`src/design/cau_pkg.sv`:
```
// shared definitions for the complex accumulator alu
// action codes, product select codes and controller/datapath interface structs
// no dependencies
`default_nettype none

package cau_pkg;

  localparam int FRAC_BITS_DEF = 16;
  localparam int DATA_W        = 32;
  localparam int ACT_W         = 3;
  localparam int SEL_W         = 3;

  // action codes
  localparam logic [ACT_W-1:0] ACT_LOAD = 3'd0;
  localparam logic [ACT_W-1:0] ACT_ADD  = 3'd1;
  localparam logic [ACT_W-1:0] ACT_SUB  = 3'd2;
  localparam logic [ACT_W-1:0] ACT_MUL  = 3'd3;
  localparam logic [ACT_W-1:0] ACT_DIV  = 3'd4;

  // product select codes, issued in this order
  localparam logic [SEL_W-1:0] SEL_AR_BR = 3'd0;
  localparam logic [SEL_W-1:0] SEL_AI_BI = 3'd1;
  localparam logic [SEL_W-1:0] SEL_AR_BI = 3'd2;
  localparam logic [SEL_W-1:0] SEL_AI_BR = 3'd3;
  localparam logic [SEL_W-1:0] SEL_BR_BR = 3'd4;
  localparam logic [SEL_W-1:0] SEL_BI_BI = 3'd5;

  localparam logic [SEL_W-1:0] NPROD_MUL = 3'd4;
  localparam logic [SEL_W-1:0] NPROD_DIV = 3'd6;

  typedef struct packed {
    logic             capture;
    logic             mul_en;
    logic [SEL_W-1:0] mul_sel;
    logic             div_init;
    logic             div_step;
    logic             commit;
  } cmd_t;

  typedef struct packed {
    logic den_zero;
  } sts_t;

endpackage

`default_nettype wire

```
`src/design/cau_ctrl.sv`:
```
// controller state machine for the complex accumulator alu
// sequences products and divide steps; uses cau_pkg
`default_nettype none

module cau_ctrl #(
  parameter int FRAC_BITS = cau_pkg::FRAC_BITS_DEF
) (
  input  wire logic                       clk,
  input  wire logic                       rst,
  input  wire logic                       in_valid,
  output logic                            in_stall,
  input  wire logic [cau_pkg::ACT_W-1:0]  action,
  output logic                            out_valid,
  input  wire logic                       out_stall,
  output cau_pkg::cmd_t                   cmd,
  input  wire cau_pkg::sts_t              sts
);

  localparam int DIV_STEPS = 64 + FRAC_BITS;
  localparam int DCW       = $clog2(DIV_STEPS);
  localparam logic [DCW-1:0] DIV_LAST = DCW'(DIV_STEPS - 1);

  localparam logic [2:0] S_IDLE   = 3'd0;
  localparam logic [2:0] S_MUL    = 3'd1;
  localparam logic [2:0] S_DIVINI = 3'd2;
  localparam logic [2:0] S_DIV    = 3'd3;
  localparam logic [2:0] S_COMMIT = 3'd4;

  logic [2:0]                state, state_next;
  logic [cau_pkg::ACT_W-1:0] act, act_next;
  logic [cau_pkg::SEL_W-1:0] pcnt, pcnt_next;
  logic [DCW-1:0]            dcnt, dcnt_next;
  logic                      out_valid_next;
  logic                      out_free;
  logic [cau_pkg::SEL_W-1:0] nprod;

  assign in_stall = (state != S_IDLE);
  assign out_free = !out_valid || !out_stall;
  assign nprod    = (act == cau_pkg::ACT_DIV) ? cau_pkg::NPROD_DIV : cau_pkg::NPROD_MUL;

  always_comb begin
    state_next     = state;
    act_next       = act;
    pcnt_next      = pcnt;
    dcnt_next      = dcnt;
    out_valid_next = out_valid && out_stall;
    cmd            = '0;
    case (state)
      S_IDLE: begin
        if (in_valid) begin
          cmd.capture = 1'b1;
          act_next    = action;
          pcnt_next   = '0;
          if (action == cau_pkg::ACT_MUL || action == cau_pkg::ACT_DIV) begin
            state_next = S_MUL;
          end else begin
            state_next = S_COMMIT;
          end
        end
      end
      S_MUL: begin
        if (pcnt < nprod) begin
          cmd.mul_en  = 1'b1;
          cmd.mul_sel = pcnt;
          pcnt_next   = pcnt + 1'b1;
        end else if (act == cau_pkg::ACT_DIV) begin
          state_next = S_DIVINI;
        end else begin
          state_next = S_COMMIT;
        end
      end
      S_DIVINI: begin
        dcnt_next = '0;
        if (sts.den_zero) begin
          state_next = S_COMMIT;
        end else begin
          cmd.div_init = 1'b1;
          state_next   = S_DIV;
        end
      end
      S_DIV: begin
        cmd.div_step = 1'b1;
        dcnt_next    = dcnt + 1'b1;
        if (dcnt == DIV_LAST) begin
          state_next = S_COMMIT;
        end
      end
      S_COMMIT: begin
        if (out_free) begin
          cmd.commit     = 1'b1;
          out_valid_next = 1'b1;
          state_next     = S_IDLE;
        end
      end
      default: begin
        state_next = S_IDLE;
      end
    endcase
  end

  always_ff @(posedge clk) begin
    if (rst) begin
      state     <= S_IDLE;
      out_valid <= 1'b0;
    end else begin
      state     <= state_next;
      out_valid <= out_valid_next;
    end
    act  <= act_next;
    pcnt <= pcnt_next;
    dcnt <= dcnt_next;
  end

`ifndef SYNTHESIS
  a_commit_free: assert property (@(posedge clk) disable iff (rst)
    cmd.commit |-> (!out_valid || !out_stall))
    else $error("commit while result slot busy");
  a_rose_commit: assert property (@(posedge clk) disable iff (rst)
    $rose(out_valid) |-> $past(cmd.commit))
    else $error("result shown without commit");
  a_div_nonzero: assert property (@(posedge clk) disable iff (rst)
    cmd.div_step |-> !sts.den_zero)
    else $error("divide step with zero denominator");
  a_div_cnt: assert property (@(posedge clk) disable iff (rst)
    (state == S_DIV) |-> (dcnt <= DIV_LAST))
    else $error("divide counter out of range");
`endif

endmodule

`default_nettype wire

```
`config.mk`:
```
export PLATFORM = sky130hd
export DESIGN_NAME = cau_ctrl
export DESIGN_NICKNAME = d
export VERILOG_FILES = /design/src/design/cau_pkg.sv /design/src/design/cau_ctrl.sv
export SDC_FILE = /design/constraint.sdc
export NUM_CORES = 1
export LEC_CHECK = 0
export ABC_AREA = 1
export BUFFER_PORTS_ARGS = -buffer_cell sky130_fd_sc_hd__buf_2
export CAP_MARGIN = 40
export CORE_MARGIN = 2
export CORE_UTILIZATION = 50
export CTS_BUF_LIST = sky130_fd_sc_hd__clkbuf_16
export DETAILED_ROUTE_END_ITERATION = 6
export GPL_TIMING_DRIVEN = 1
export HOLD_SLACK_MARGIN = 0.12
export PLACE_DENSITY = 0.83
export SYNTH_ARGS = -nofsm -noshare
export SYNTH_HDL_FRONTEND = slang
export SYNTH_SLANG_ARGS = --single-unit
```
`constraint.sdc`:
```
create_clock -name clk -period 1.82 [get_ports clk]
set_input_delay 0.364 -clock clk [delete_from_list [all_inputs] [get_ports clk]]
set_output_delay 0.364 -clock clk [all_outputs]
set_load 0.02 [all_outputs]
```
==> metrics.cfg, run 1 <==
[setup_path]
crit_start=state[2]
cp.required_ps=1460
cp_cell_sequence=nor2_1, nand2_1, nor2_4, buf_2
cp-end-kind=output pin
crit_arrival_ps=1380
reg2reg_from=state[2]
critical_path_class=reg2out
r2r_setup_slack_ps=250
endpoint=cmd[7]
reg2regPathDepth=3
cp_slowest_cell=dfxtp_1
r2r_end=pcnt[2]
crit_fanout=7
cpPeakStageDelay_ps=420
startpoint_type=flop

[pwr]
power.density_nw_per_um2=923.7
irDropWorstVdd_mv=0.6361
p_sw_mw=0.2882
power.leakage_nw=0.6051
intPower_mw=0.8039
swShare_pct=26.39
p_seq_share_pct=43.7
power_frac_clock_pct=39.8
power_frac_comb_pct=16.6

[floorplan]
die_h_um=47.70
rows=15
dieWidth_um=47.70
io_pins=18
start_util_pct=54.11
core_area_sq_um=1764
dieArea_sq_um=2275

[timing]
finalCritPeriodShare_pct=95.90
fin_crit_ps=1745
hold_viol_final=0
finClkSkew_ps=2.919
fmax_mhz=572.9
worst_slew_margin_rel_pct=69.65
tns_ps=0
rsz0062_at_grt=no
tightest_slew_ps=450.6
drv_slew=0
setup_viol=0

[clocking]
clkLatencyLatePin_ps=250
clk_pin_slew_ps=50
root_buffer=clkbuf_16
cts_num_sinks=17
cts_buffers=3
cts_max_path_buffers=2
cts_tree=yes
htree_levels=1

[cells_and_area]
fillers=157
fin_util_pct=67.02
drive_gt1_share_pct=27.86
layout.cells.non_filler=165
fin_nets=151
antennaDiodeCount=0
syn_to_final_growth_pct=23.85

[grt]
grt_use_total_pct=19.95
grt-ovfl-total=0
antenna_found_initial=0
first_global_vias=721
grt_max_degree=11
grt_pass1_wl_um=3118

[synthesis]
synth-seq-cells=17
syn_area_per_cell_sq_um=8.022
seq_area_frac_synth_pct=49.28
synth_top_family_by_area=simple AND/OR/NAND/NOR gates
ys_warn_count=0
ys_types=21
synth_xor_area_share_pct=1.835
synthMuxAreaShare_pct=0
syn_area_sq_um=954.7
synthDominantCellAreaShare_pct=40.89
synth_area_leaders=edfxtp_1 (41%), nor2_1 (8.7%), dfxtp_1 (8.4%)
yosys.area_share.adder_pct=2.621
synth_cells=119
yosysTopAreaCell=edfxtp_1
yosys.area_share.simple_pct=33.03
synth_nets=129
synth_compound_gate_area_share_pct=4.980

[routing]
initialDrtViolationCount=17
wl_per_cell_um=11.38
drt_pre_antenna_iters=4
antenna_left=0
wl_um=1878
drcViolationCount=0
routed-via-count=809
vias_per_cell=4.903

[placement]
placed_cells=161
gp_congestion=0.8453
port-buffer-count=17
dp_hpwl_um=1380

[job]
max_cap_violations=0

[run_status]
run_status=complete, no violations

[hold_path]
hold_path.class=in2reg

-- cells by family after synthesis --
logic type,Yosys count
compound gates,9
fa+ha+maj,2
xor+xnor,2
flops,17
buf+inv,21
simple gates,68
-- cell usage after synthesis --
master / number
inv_2: 2
inv_1: 19
nand2_1: 20
o21ai_0: 3
ha_1: 2
a21oi_1: 5
nor2_1: 22
dfxtp_1: 4
or2_2: 3
nor3_1: 4
and3_1: 1
xor2_1: 1
edfxtp_1: 13
nor2_2: 3
nand2_4: 1
nand3_1: 11
nor2_4: 1
nor3_2: 1
o211ai_1: 1
nand2_2: 1
xnor2_1: 1
-- sequential cells by signal, summed over array words and instances (netlist names) --
signal     flops
act            3
dcnt           7
out_valid      1
pcnt           3
state          3
-- cell usage in the layout (no fill, tap or decap), types with 2 or more instances in the layout --
cell type / netlist / final
nor3_1: 4 / 2
or2_2: 3 / 3
o21ai_0: 3 / 3
edfxtp_1: 13 / 13
clkbuf_16: 0 / 3
inv_1: 19 / 19
nor2_4: 1 / 2
nand2_2: 1 / 2
buf_2: 0 / 16
nand2_1: 20 / 19
a21oi_1: 5 / 5
nand3_1: 11 / 11
ha_1: 2 / 2
inv_2: 2 / 2
nor3_2: 1 / 2
dfxtp_2: 0 / 2
nor2_1: 22 / 21
nor2_2: 3 / 3
dfxtp_1: 4 / 2
-- power by group through the flow --
stage / sequential [mW] / combinational [mW] / clock (mW)
global placement: 0.478 / 0.164 / 0
finish: 0.477 / 0.181 / 0.434
CTS: 0.473 / 0.171 / 0.436
detailed placement: 0.479 / 0.169 / 0
global route: 0.480 / 0.202 / 0.455
floorplan: 0.478 / 0.119 / 0
-- metal layers --
metal / wire length (um) / up-vias / part of all wire (%) / global-route usage, %
met5: 0 / - / 0 / 0
met4: 23 / 0 / 1.2 / 8.108
met3: 58 / 4 / 3.1 / 3.396
met2: 918 / 17 / 49 / 30.93
met1: 878 / 365 / 47 / 27.75
li1: - / 423 / - / -
-- repair_timing --
action / in CTS / in global routing
setup buffers: 0 / 0
endpoints found under the setup margin: 0 / 6
gates resized for setup: 0 / 9
hold buffers: 0 / 0
-- worst max-delay path, delay by kind of cell (launching register included) --
family / cells / cell delay [ps]
buffers and inverters: 1 / 180
DFF: 1 / 420
and+or+nand+nor: 3 / 520
-- worst min-delay path by stage --
stage | start | endpoint | slack, ps | depth (start not counted)
floorplan | rst | out_valid | 430 | 1
global placement | out_valid | out_valid | 470 | 2
detailed placement | out_valid | out_valid | 480 | 2
CTS | rst | out_valid | 310 | 2
global route | rst | state[0] | 310 | 2
finish | rst | state[0] | 300 | 2
-- through the flow --
| step | instance area (sq um) | hold slack (ps) | setup WS [ps] | power, mW |
|---|---|---|---|---|
| global placement | 1071 | 474.7 | 353.6 | 0.6421 |
| floorplan | 954.7 | 433.1 | 300.1 | 0.5971 |
| global route | 1182 | 309.5 | 16.29 | 1.138 |
| CTS | 1151 | 309.5 | 11.28 | 1.080 |
| finish | 1182 | 303.2 | 74.61 | 1.092 |
| detailed placement | 1071 | 479.3 | 293.4 | 0.6481 |
-- cell type report --
cell class / instances / area [sq um] / share of cell area, %
clock inverters: 1 / 5.005 / 0.4233
well taps: 25 / 31.28 / 2.646
clock buffers: 3 / 75.07 / 6.349
multi-input cells: 81 / 431.7 / 36.51
flip-flops and latches: 17 / 473.0 / 40.00
repair buffers: 17 / 87.58 / 7.407
inverters: 21 / 78.83 / 6.667
No activity file was read; power rests on OpenSTA's default activity.
==> run 2: changes to the inputs <==
- CELL_PAD_IN_SITES_DETAIL_PLACEMENT: unset -> 0
- CELL_PAD_IN_SITES_GLOBAL_PLACEMENT: unset -> 2
- CORE_UTILIZATION: 50 -> 31
- PLACE_DENSITY: 0.83 -> 0.87
==> run 2 against run 1 <==
Clock power fell by 3%. Register-to-register slack improved by 80 ps. Sequential cell count did not move. Wire length fell by 1.7%. Worst setup slack improved by 19 ps. First-iteration DRC count rose by 35%. Critical endpoint is now cmd[4]. Largest cell class unchanged. Largest power group unchanged. Non-clock buffer count did not move. Total power fell by 2.0%.
==> metrics.cfg, run 2 (synthesis gave the netlist of run 1 again) <==
[timing]
setup_viol=0  ; unchanged
finalCritPeriodShare_pct=94.88  ; -1.0 points
drv_slew=0  ; unchanged
fmax_mhz=579.1  ; +1.1%
tns_ps=0  ; unchanged
finClkSkew_ps=1.978  ; -0.9406 ps
rsz0062_at_grt=no
hold_viol_final=0  ; unchanged
tightest_slew_ps=450.1  ; -0.5099 ps
fin_crit_ps=1727  ; -18.58 ps
worst_slew_margin_rel_pct=69.68  ; about the same

[clocking]
clk_pin_slew_ps=50  ; about the same
root_buffer=clkbuf_16
htree_levels=1  ; unchanged
cts_buffers=3  ; unchanged
cts-resized-gates=1  ; +1
cts_tree=yes
clkLatencyLatePin_ps=240  ; about the same
cts_max_path_buffers=2  ; unchanged
cts-hold-fix-buffers=0  ; unchanged
cts_setup_buffers=0  ; unchanged
cts_num_sinks=17  ; unchanged

[cells_and_area]
largest_reg_flops=7  ; unchanged
largest-register=dcnt
drive_gt1_share_pct=25.71  ; -2.1 points
finalInstanceArea_sq_um=1169  ; -1.2%
final_cell_mix=inv_1 (20), nor2_1 (20), nand2_1 (19)
fillers=302  ; +92%
fin_nets=151  ; unchanged
fin_util_pct=39.24  ; -28 points
antennaDiodeCount=0  ; unchanged
syn_to_final_growth_pct=22.41
layout.cells.non_filler=173  ; +4.8%

[setup_path]
crit_buf_inv=2  ; +1
cpPeakStageDelay_ps=400  ; -20 ps
startpoint_type=flop
crit_family=simple AND/OR/NAND/NOR gates
crit_fanout=7  ; unchanged
reg2regPathDepth=3  ; unchanged
cp_slowest_cell=dfxtp_1
critical_path_class=reg2out
cp_cell_sequence=nor3_2, inv_1, nor3_1, buf_2
crit_arrival_ps=1360  ; -20 ps
cp.required_ps=1460  ; about the same
cp-end-kind=output pin
cp.depth=4  ; unchanged

[job]
max_cap_violations=0  ; unchanged

[routing]
vias_per_cell=4.636  ; -5.4%
wl_um=1847  ; -1.7%
routed-via-count=802  ; -0.87%
wl_per_cell_um=10.68  ; -6.2%
drcViolationCount=0  ; unchanged
drt_pre_antenna_iters=4  ; unchanged
antenna_left=0  ; unchanged
initialDrtViolationCount=23  ; +6

[floorplan]
dieArea_sq_um=3540  ; +56%
dieWidth_um=59.50  ; +25%
core_area_sq_um=2978  ; +69%
die_h_um=59.50  ; +25%
start_util_pct=32.06  ; -22 points
io_pins=18  ; unchanged
rows=20  ; +5

[grt]
first_global_vias=724  ; +0.42%
grt_use_total_pct=11.83  ; -8.1 points
grt_pass1_wl_um=3084  ; -1.1%
antenna_found_initial=0  ; unchanged
grt-ovfl-total=0  ; unchanged
grt_max_degree=11  ; unchanged

[run_status]
run_status=complete, no violations

[placement]
dp_hpwl_um=1478  ; +7.1%
placed_cells=169  ; +5.0%
place_area_sq_um=1081  ; +0.93%
port-buffer-count=17  ; unchanged
gp_congestion=0.7680  ; -9.1%

[hold_path]
hold_path.class=in2reg
holdPathStages=2  ; unchanged

[pwr]
irDropWorstVdd_mv=0.5314  ; -16%
power.leakage_nw=0.6042  ; -0.14%
power.density_nw_per_um2=915.4  ; -0.89%
total_power_mw=1.070  ; -2.0%

## run 2: power by group
group          leakage [nW]  internal [mW]  switching [mW]
logic                 0.413         0.0602           0.113
registers             0.149          0.447          0.0270
clock network        0.0423          0.291           0.132
total                 0.604          0.798           0.272
## run 2: per-stage QoR
stage	worst slack (ps)	hold WS, ps
after floorplan	300.1	433.1
after global placement	313.3	481.6
after detailed placement	268.1	489.2
after CTS	47.99	307.8
after global routing	3.032	317.9
final	93.19	309.1
## run 2: final timing paths
path / slack [ps] / endpoint / start
hold reg to reg: 500 / out_valid / out_valid
hold / removal: 310 / out_valid / rst
setup / recovery: 90 / cmd[4] / state[2]
setup reg to reg: 330 / pcnt[0] / state[2]
## run 2: per-layer routing
metal  part of all wire (%)  vias to the layer above  routed length, um  global-route usage, %
li1                       -                      423                  -                      -
met1                     45                      369                824                  13.90
met2                     52                        8                955                  20.72
met3                    2.3                        2                 43                  1.965
met4                    1.3                        0                 24                  5.714
met5                      0                        -                  0                      0
## run 2: cell type report
type,count,area [sq um],share of cell area [%]
timing repair buffer,17,85.08,7.281
sequential,17,471.7,40.36
clock buffer,3,75.07,6.424
tap,33,41.29,3.533
clock inverter,1,3.754,0.3212
multi-input combinational,81,412.9,35.33
inverter,21,78.83,6.745
